==> config.mk <==
export PLATFORM = sky130hd
export DESIGN_NAME = multi_region_bump_allocator_unit
export DESIGN_NICKNAME = d
export VERILOG_FILES = /design/src/hw/rtl/mrba_pkg.sv /design/src/hw/rtl/multi_region_bump_allocator_unit.sv
export SDC_FILE = /design/constraint.sdc
export NUM_CORES = 2
export LEC_CHECK = 0
export BUFFER_PORTS_ARGS = -buffer_cell sky130_fd_sc_hd__buf_4
export CAP_MARGIN = 10
export CELL_PAD_IN_SITES_DETAIL_PLACEMENT = 0
export CELL_PAD_IN_SITES_GLOBAL_PLACEMENT = 1
export CORE_MARGIN = 2
export CORE_UTILIZATION = 37
export DETAILED_ROUTE_END_ITERATION = 8
export PLACE_DENSITY = 0.68
export SYNTH_ARGS = -nofsm -noshare
export SYNTH_HDL_FRONTEND = slang
export SYNTH_SLANG_ARGS = --single-unit
==> constraint.sdc <==
create_clock -name clk -period 5.8 [get_ports clk]
set_clock_uncertainty 0.15 [all_clocks]
set_input_delay 1.16 -clock clk [delete_from_list [all_inputs] [get_ports clk]]
set_output_delay 1.16 -clock clk [all_outputs]
set_load 0.005 [all_outputs]
==> src/hw/rtl/mrba_pkg.sv <==
// ----------------------------------------------------------------------------
// mrba_pkg: shared constants of the multi-region bump allocator
// Command codes, fixed field widths and parameter defaults.
// ----------------------------------------------------------------------------
`default_nettype none

package mrba_pkg;

  // Parameter defaults
  localparam int MAX_REGIONS_DEF = 16;
  localparam int ADDR_WIDTH_DEF  = 32;

  // Fixed port field widths
  localparam int DATA_W  = 32;
  localparam int INDEX_W = 4;
  localparam int COUNT_W = 5;

  // Command codes
  localparam logic CMD_LOAD  = 1'b0;
  localparam logic CMD_ALLOC = 1'b1;

  // Region count after reset
  localparam logic [COUNT_W-1:0] COUNT_RESET = COUNT_W'(1);

endpackage : mrba_pkg

`default_nettype wire

==> src/hw/rtl/multi_region_bump_allocator_unit.sv <==
// ----------------------------------------------------------------------------
// multi_region_bump_allocator_unit: bump allocator over a region table
// Loads region entries and serves allocate requests by a forward scan.
// ----------------------------------------------------------------------------
// Usage:
//   Raise start with cmd and the payload fields; the request is taken on a
//   clock edge where start is high and busy is low. busy stays high while a
//   request is in progress. Every request gives exactly one result, shown on
//   alloc_address / alloc_ok for one cycle with done high; the receiver must
//   take it in that cycle.
//   A load request writes one table entry and answers in the next cycle.
//   An allocate request with zero size or on an exhausted table answers in
//   the next cycle. Otherwise the scan checks one region per cycle through a
//   single subtract/compare unit fed by the registered table read, starting
//   at the current region; a grant then updates the bump pointer in the
//   grant state. A new request may be taken in the cycle the result shows.
//   region_count is written through region_count_wr / region_count; the user
//   must do this only while the unit is idle; the unit does not enforce it.
//   Reset sets region 0 current, clears the exhausted flag and sets
//   region_count to 1; table entries hold nothing until loaded.
// ----------------------------------------------------------------------------
`default_nettype none

module multi_region_bump_allocator_unit #(
  parameter int MAX_REGIONS = mrba_pkg::MAX_REGIONS_DEF,
  parameter int ADDR_WIDTH  = mrba_pkg::ADDR_WIDTH_DEF
) (
  input  wire logic                          clk,
  input  wire logic                          rst,
  // configuration
  input  wire logic                          region_count_wr,
  input  wire logic [mrba_pkg::COUNT_W-1:0]  region_count,
  // request
  input  wire logic                          start,
  output logic                               busy,
  input  wire logic                          cmd,
  input  wire logic [mrba_pkg::INDEX_W-1:0]  entry_index,
  input  wire logic [mrba_pkg::DATA_W-1:0]   region_start,
  input  wire logic [mrba_pkg::DATA_W-1:0]   region_limit,
  input  wire logic [mrba_pkg::DATA_W-1:0]   request_bytes,
  // result
  output logic                               done,
  output logic [mrba_pkg::DATA_W-1:0]        alloc_address,
  output logic                               alloc_ok
);

  localparam int RW   = (MAX_REGIONS > 1) ? $clog2(MAX_REGIONS) : 1;
  localparam int NW   = ((RW > mrba_pkg::COUNT_W) ? RW : mrba_pkg::COUNT_W) + 1;
  localparam int CMPW = (ADDR_WIDTH > mrba_pkg::DATA_W) ? ADDR_WIDTH : mrba_pkg::DATA_W;
  localparam logic [NW-1:0] MAX_N = NW'(MAX_REGIONS);

  // Sequencer states
  localparam logic [1:0] ST_IDLE  = 2'd0;
  localparam logic [1:0] ST_CHECK = 2'd1;
  localparam logic [1:0] ST_GRANT = 2'd2;

  logic [1:0]            state, state_next;
  logic [RW-1:0]         scan, scan_next;
  logic [RW-1:0]         current;
  logic                  exhausted;
  logic [mrba_pkg::COUNT_W-1:0] count_reg;
  logic [mrba_pkg::DATA_W-1:0]  bytes;
  logic                  exact;

  // Region table memories
  logic [ADDR_WIDTH-1:0] limit_mem [MAX_REGIONS];
  logic [ADDR_WIDTH-1:0] bump_mem  [MAX_REGIONS];
  logic [ADDR_WIDTH-1:0] limit_q, bump_q;

  // Shared compare unit
  logic [CMPW-1:0] lim_x, bump_x, bytes_x, space;
  logic            fits, fills;
  logic [NW-1:0]   scan_inc, bound;
  logic            last_region;

  logic accept, load_ok, alloc_quick_fail;

  assign busy   = (state != ST_IDLE);
  assign accept = start && !busy;
  assign load_ok = (NW'(entry_index) < MAX_N);
  assign alloc_quick_fail = (request_bytes == '0) || exhausted;

  assign lim_x   = CMPW'(limit_q);
  assign bump_x  = CMPW'(bump_q);
  assign bytes_x = CMPW'(bytes);
  assign space   = (lim_x > bump_x) ? (lim_x - bump_x) : '0;
  assign fits    = (bytes_x <= space);
  assign fills   = (bytes_x == space);

  assign scan_inc = NW'(scan) + NW'(1);
  assign bound    = (NW'(count_reg) > MAX_N) ? MAX_N : NW'(count_reg);
  assign last_region = (scan_inc >= bound) || (scan_inc >= MAX_N);

  // Next state and scan pointer
  always_comb begin
    state_next = state;
    scan_next  = scan;
    unique case (state)
      ST_IDLE: begin
        scan_next = current;
        if (accept && (cmd == mrba_pkg::CMD_ALLOC) && !alloc_quick_fail) begin
          state_next = ST_CHECK;
        end
      end
      ST_CHECK: begin
        if (fits) begin
          state_next = ST_GRANT;
        end else if (last_region) begin
          state_next = ST_IDLE;
        end else begin
          scan_next = scan_inc[RW-1:0];
        end
      end
      ST_GRANT: begin
        state_next = ST_IDLE;
      end
      default: begin
        state_next = ST_IDLE;
      end
    endcase
  end

  // Table write and registered read
  always_ff @(posedge clk) begin
    limit_q <= limit_mem[scan_next];
    bump_q  <= bump_mem[scan_next];
    if (state == ST_IDLE && accept && cmd == mrba_pkg::CMD_LOAD && load_ok) begin
      limit_mem[RW'(entry_index)] <= ADDR_WIDTH'(region_limit);
      bump_mem[RW'(entry_index)]  <= ADDR_WIDTH'(region_start);
    end else if (state == ST_GRANT) begin
      bump_mem[scan] <= bump_q + ADDR_WIDTH'(bytes);
    end
  end

  // Hold request payload and scan flags
  always_ff @(posedge clk) begin
    if (accept) begin
      bytes <= request_bytes;
    end
    if (state == ST_CHECK) begin
      exact <= fills;
    end
  end

  // Control state and result
  always_ff @(posedge clk) begin
    if (rst) begin
      state         <= ST_IDLE;
      scan          <= '0;
      current       <= '0;
      exhausted     <= 1'b0;
      count_reg     <= mrba_pkg::COUNT_RESET;
      done          <= 1'b0;
      alloc_ok      <= 1'b0;
      alloc_address <= '0;
    end else begin
      state <= state_next;
      scan  <= scan_next;
      done  <= 1'b0;
      if (region_count_wr) begin
        count_reg <= region_count;
      end
      unique case (state)
        ST_IDLE: begin
          if (accept) begin
            if (cmd == mrba_pkg::CMD_LOAD) begin
              done          <= 1'b1;
              alloc_ok      <= load_ok;
              alloc_address <= '0;
              if (load_ok && entry_index == '0) begin
                current   <= '0;
                exhausted <= 1'b0;
              end
            end else if (alloc_quick_fail) begin
              done          <= 1'b1;
              alloc_ok      <= 1'b0;
              alloc_address <= '0;
            end
          end
        end
        ST_CHECK: begin
          // drop the request when the last region does not fit
          if (!fits && last_region) begin
            done          <= 1'b1;
            alloc_ok      <= 1'b0;
            alloc_address <= '0;
          end
        end
        ST_GRANT: begin
          done          <= 1'b1;
          alloc_ok      <= 1'b1;
          alloc_address <= mrba_pkg::DATA_W'(bump_q);
          // advance past a region that the grant filled exactly
          if (exact) begin
            if (scan_inc < bound) begin
              current <= scan_inc[RW-1:0];
            end else begin
              exhausted <= 1'b1;
            end
          end
        end
        default: begin
        end
      endcase
    end
  end

endmodule : multi_region_bump_allocator_unit

`default_nettype wire

* After elaboration in Yosys (flattened, before gate mapping) *
Memory sizes are Yosys's and may differ from the RTL's. A register that Yosys moved wholly into a read port is not among the register bits.
Cells that the tools add are included.

operators by class
  add/sub/neg operators = 3
  order comparisons = 6
  equality and inequality tests = 13
  muxes and demuxes = 44
  bitwise operators = 1
  reductions and logical operators = 22

operator list
  kind                   count
  $mux W32               6
  $pmux W32 S3           1
  $add A32 B32 Y32       1
  $eq A32 B32 Y1         1
  $gt A32 B32 Y1         1
  $le A32 B32 Y1         1
  $logic_not A32 Y1      1
  $mux W4                8
  $reduce_or A32 Y1      1
  $sub A32 B32 Y32       1
  $mux W1                19
  $pmux W4 S2            2
  $reduce_and A6 Y1      2
  $ne A2 B2 Y1 const B   5
  $logic_and A1 B1 Y1    6
  $mux W2                3
  $ne A2 B1 Y1 const B   3
  $ne A3 B3 Y1 const B   2
  $pmux W1 S3            2
  $add A4 B1 Y5 const B  1
  $ge A5 B5 Y1           1
  $ge A5 B5 Y1 const B   1
  $gt A5 B5 Y1 const B   1
  $lt A5 B5 Y1           1
  14 further kinds       18

word-level totals
  register bits after elaboration = 83
  bits in writable memories = 1024
  output and inout bits = 35
  word-level logic and storage cells = 101
  memories = 2

memory list
  name       depth  width  rd ports  clocked after memory_dff  write ports  RTL line                                text
  bump_mem   16     32     1         1                         1            multi_region_bump_allocator_unit.sv:67  logic [ADDR_WIDTH-1:0] bump_mem [MAX_REGIONS];
  limit_mem  16     32     1         1                         1            multi_region_bump_allocator_unit.sv:66  logic [ADDR_WIDTH-1:0] limit_mem [MAX_REGIONS];

* Depth between registers and ports, before layout *
  depth after elaboration = 9
  mapped depth = 28

* Least setup slack after synthesis *
No wires, ideal clock.

  kind = reg2reg
  from = register bump_q[0], read port of bump_mem
  to = register bump_q[21], read port of bump_mem
  setup time = 0.134 ns
  data arrival time = 5.780 ns
  data required time = 5.516 ns
  setup slack = -0.264 ns
  cell stages (with the launch flop) = 27
  buffers on the path = 4
  clock period less this slack = 6.064 ns
  cells stage by stage = dfxtp_1 ha_1 inv_1 fa_1 a211oi_1 o211ai_1 nand2_1 o2111ai_1 a31o_2 a21oi_1 o21ai_0 o31a_1 clkbuf_1 nand2_1 ha_1 nand4_1 or4_4 a21o_1 a311oi_2 o21ai_2 buf_4 o21ai_1 buf_4 buf_1 mux2i_1 o22ai_1 or4_1

between the ends
  cells in the longest elaborated chain, start to end = 5
  elaborated cells on any way between the ends = 6

ends and longest elaborated chain
  element                                             RTL line                                 text
  start: declaration                                  multi_region_bump_allocator_unit.sv:68   logic [ADDR_WIDTH-1:0] limit_q, bump_q;
  $sub A32 B32 Y32 or $gt A32 B32 Y1 (tied branches)  multi_region_bump_allocator_unit.sv:86   assign space = (lim_x > bump_x) ? (lim_x - bump_x) : '0;
  $mux W32 (*)                                        multi_region_bump_allocator_unit.sv:86
  $le A32 B32 Y1 (*)                                  multi_region_bump_allocator_unit.sv:87   assign fits = (bytes_x <= space);
  $mux W4 (*)                                         multi_region_bump_allocator_unit.sv:106  if (fits) begin
  $pmux W4 S2 (*)                                     multi_region_bump_allocator_unit.sv:98   unique case (state)

Every way passes the cells marked *; elsewhere a longest branch is shown, timed or not.
A chain may end at the register's enable or synchronous reset.

* Final worst setup path *
  from = register limit_q[0] (netlist: lim_x[0]), read port of limit_mem
  to = register bump_q[4], read port of bump_mem

between the ends
  cells in the longest elaborated chain, start to end = 5
  elaborated cells on any way between the ends = 6

ends and longest elaborated chain
  element                                             RTL line
  start: declaration                                  multi_region_bump_allocator_unit.sv:68
  $sub A32 B32 Y32 or $gt A32 B32 Y1 (tied branches)  multi_region_bump_allocator_unit.sv:86
  $mux W32 (*)                                        multi_region_bump_allocator_unit.sv:86
  $le A32 B32 Y1 (*)                                  multi_region_bump_allocator_unit.sv:87
  $mux W4 (*)                                         multi_region_bump_allocator_unit.sv:106
  $pmux W4 S2 (*)                                     multi_region_bump_allocator_unit.sv:98

Marked as above.

==> impl_summary.md <==
Setup path
The launching instance or port of the critical path is lim_x[0]. The setup slack of the worst register-to-register path is -0.50 ns. The longest individual stage delay on the worst path is 0.59 ns. The slowest stage of the critical path is the sky130_fd_sc_hd__or4_4 cell.

The startpoint type of the worst setup path is a flop. Data on the critical path arrives at its endpoint at just under 7 ns. The endpoint required time on the critical path is 6.25 ns.

The most critical setup path has its endpoint at bump_q[4]. The worst reg2reg path startpoint is lim_x[0]. Of all nets on the critical path, the largest fanout is 8. In this run the critical register-to-register path is captured at bump_q[4]. The critical path in this run is classified as flop to flop.

The cell count of the worst reg-to-reg path is 31. The worst setup path is captured at a flop.

Pwr
The maximum ir drop on the vdd rail is ~260 uV. The power per cell area is roughly 370 nW/um^2. The static power due to leakage is about 21 nW.

Synthesis
Ranked by instance count, the synthesized netlist is headed by sky130_fd_sc_hd__edfxtp_1 (1,057), sky130_fd_sc_hd__mux2i_1 (512), sky130_fd_sc_hd__o22ai_1 (263). The most instantiated flip-flop cell in the synthesis netlist is sky130_fd_sc_hd__edfxtp_1. The area fraction of the dominant cell type after synthesis is 0.663.

The largest total area in the synthesized netlist belongs to sky130_fd_sc_hd__edfxtp_1. The gate count after technology mapping is a little over 3k. The number of warning messages in the yosys log is 0.

The post-synthesis cell area is about 48,000 um^2. For this run, asynchronously set or reset flops after synthesis account for 0. The number of distinct standard cells referenced by the synthesized netlist is between 60 and 70. The number of flops mapped to enable cells by yosys is about 1.1k. By instance count, the leading cell after synthesis is sky130_fd_sc_hd__edfxtp_1. After synthesis the netlist holds a flip-flop and latch count of ~1.2k.

The post-synthesis average cell area is between 15 and 20 um^2. By area the synthesized netlist is led by sky130_fd_sc_hd__edfxtp_1 (66%), sky130_fd_sc_hd__mux2i_1 (11%), sky130_fd_sc_hd__dfxtp_1 (4.8%). The number of nets handed over by synthesis was roughly 3.3k. The share of the Yosys chip area taken by registers is 0.710.

Finish
The number of nets in the finished design is 3,899. In the final layout, the registers with the most flip-flops are bump_mem x512, limit_mem x512. The final instance count without filler cells is between 5k and 6k. The share of cells above drive strength 1 is 0.279. Fill cells in the final layout number between 10k and 15k.

From synthesis to final layout, the design area changed by 28.2%. The summed area of non-filler cells in the final layout is 61,400 um^2.

Detailed routing
The DRC violation count after routing is 0. The first-pass iteration count of the detailed router is 5. Using the TritonRoute via totals, the vias-per-cell ratio works out to 5.38.

The number of nets with antenna violations after routing is 0. The total wire length is roughly 140,000 um. The detailed router's first-iteration violation count is roughly 2.8k. After detailed routing, the average wire length per cell comes to 26.0 um. The routed layout has 29.7k vias.

Min path
The class of the most critical hold timing path is flop to flop.

Timing
Across all setup checks in the final design, the least slack found is -0.501 ns. The number of setup violations in the final report is 64. The clock period minus worst slack is around 6.3 ns. In this run the tightest slew margin relative to its limit is 0.233.

For the pin with the worst max-slew slack, the measured transition is between 1 and 1.5 ns. For this run, the top clock speed supported by timing is between 0.15 and 0.2 GHz. Setup repair after global routing could not meet its margin everywhere. Of the available clock period, the critical path in the final layout requires 1.09. The total count of hold-check failures in the final report came to 0. Across all hold checks on the routed design, the worst slack comes to 0.304 ns.

The post-route setup TNS is -26.79 ns. The final number of max-transition violations came to 0.

GRT
The global-route usage over all layers is 0.204. The global-route wire length before repair is between 150,000 and 200,000 um. The number of antenna violations at the first check in global routing was 6.

For this run the aggregate overflow at the end of global routing stands at 0. The via count of the first global-routing pass was ~28k. Entering global routing, the biggest net connects 58 pins.

Clocking
The CTS H-tree depth is 3. Clock tree synthesis found a total of between 1k and 1.5k sinks. TritonCTS built the clock tree.

The post-CTS clock slew at the launch and capture registers of the worst setup and hold paths is ~0.07 ns. The number of buffers added by the clock tree synthesis step is ~120. The master cell of the clock root buffer is sky130_fd_sc_hd__clkbuf_16. The number of hold buffers added after cts is 0. The later pin in the worst-skew pair is clocked with a latency of between 0.7 and 0.8 ns.

The clock tree buffer depth is 3.

Place
The placed wire-length estimate after detailed placement is approximately 90,000 um. The total of buffers placed on input and output ports is approximately 140. The placed cell area is about 54,000 um^2. The setup slack after placement is -0.949 ns. After detailed placement, the design holds a cell count of 5,166.

The final RePlAce weighted congestion is between 0.8 and 0.9.

Floorplanning
The number of top-level design ports is ~150. The initial core utilization is 0.371. The die span in x is 364 um.

The die covers roughly 130,000 um^2. The total number of placement rows is around 130. The placeable core region is between 100,000 and 150,000 um^2. In this run the vertical extent of the chip is around 360 um.

Status
The final reports fail on setup timing. The run finished, with violations left.

Job
The tool flagged a number of max-cap violations equal to 0.
critical path: cells and delay by family (launching register included):
kind | cells | cell delay (ns)
AO/OA/AOI/OAI | 10 | 1.63
adder cells (fa/ha/maj) | 3 | 0.59
buffers and inverters | 10 | 1.26
flip-flops | 1 | 0.32
multiplexers | 1 | 0.32
AND/OR/NAND/NOR | 7 | 1.84
what timing repair did:
action	CTS	global route
resized for setup	66	211
pin swaps	32	78
gates cloned	4	34
setup buffers	52	55
setup endpoints to repair	97	96
per-layer routing:
metal,up-vias,part of all wire,global-route usage
met5,-,0.00019,0
met2,1079,0.47,0.332
met3,204,0.078,0.0387
met1,15100,0.42,0.274
li1,13400,-,-
met4,4,0.030,0.0726
cell usage in the layout, fill, tap and decap left out, types with 61 or more instances in the layout:
| master | netlist | routed |
|---|---|---|
| sky130_fd_sc_hd__buf_4 | 17 | 453 |
| sky130_fd_sc_hd__edfxtp_1 | 1057 | 1057 |
| sky130_fd_sc_hd__clkbuf_16 | 0 | 146 |
| sky130_fd_sc_hd__mux2i_1 | 512 | 476 |
| sky130_fd_sc_hd__buf_12 | 0 | 93 |
| sky130_fd_sc_hd__ha_1 | 105 | 99 |
| sky130_fd_sc_hd__nor2_1 | 95 | 61 |
| sky130_fd_sc_hd__nand2_1 | 142 | 135 |
| sky130_fd_sc_hd__a21oi_1 | 99 | 83 |
| sky130_fd_sc_hd__dfxtp_1 | 114 | 108 |
| sky130_fd_sc_hd__o22ai_1 | 263 | 241 |
final cells by class:
type | instances | area (um^2) | area share
tap | 1742 | 2180 | 0.0355
clock inverter | 64 | 674 | 0.0110
timing repair buffer | 635 | 6900 | 0.112
inverter | 58 | 218 | 0.00354
clock buffer | 157 | 3260 | 0.0530
antenna | 3 | 7.51 | 0.000122
multi-input combinational | 1699 | 14100 | 0.230
sequential | 1171 | 34000 | 0.554
stage by stage:
step,utilization,total power (W)
2_1_floorplan,-,0.0125
3_3_place_gp,0.422,0.0143
3_5_place_dp,0.422,0.0143
4_1_cts,0.459,0.0222
5_1_grt,0.476,0.0236
6_report,0.476,0.0228
where the power goes:
part / internal (W) / leakage (nW) / switching [W]
Combinational: 0.00249 / 8.43 / 0.00284
Clock: 0.00437 / 1.93 / 0.00330
Sequential: 0.00960 / 10.5 / 0.000208
logic make-up after synthesis:
logic type                 count (synthesis)  share of synthesized area
AOI/OAI and AO/OA                        544                     0.0719
xor gates and xnor gates                  50                    0.00914
adders and majority gates                107                     0.0283
buffers and inverters                    200                     0.0198
DFF                                     1171                      0.710
muxes                                    531                      0.112
and+or+nand+nor                          467                     0.0491
worst min path at each step:
stage	startpoint	to	slack (ns)	cells after the start
after CTS	alloc_ok	alloc_ok	0.30	2
after global placement	alloc_ok	alloc_ok	0.29	2
after global routing	alloc_ok	alloc_ok	0.32	2
after detailed placement	alloc_ok	alloc_ok	0.30	2
final	alloc_address[18]	alloc_address[18]	0.30	2
after floorplan	alloc_ok	alloc_ok	0.30	2
No activity file was read; power rests on OpenSTA's default activity.
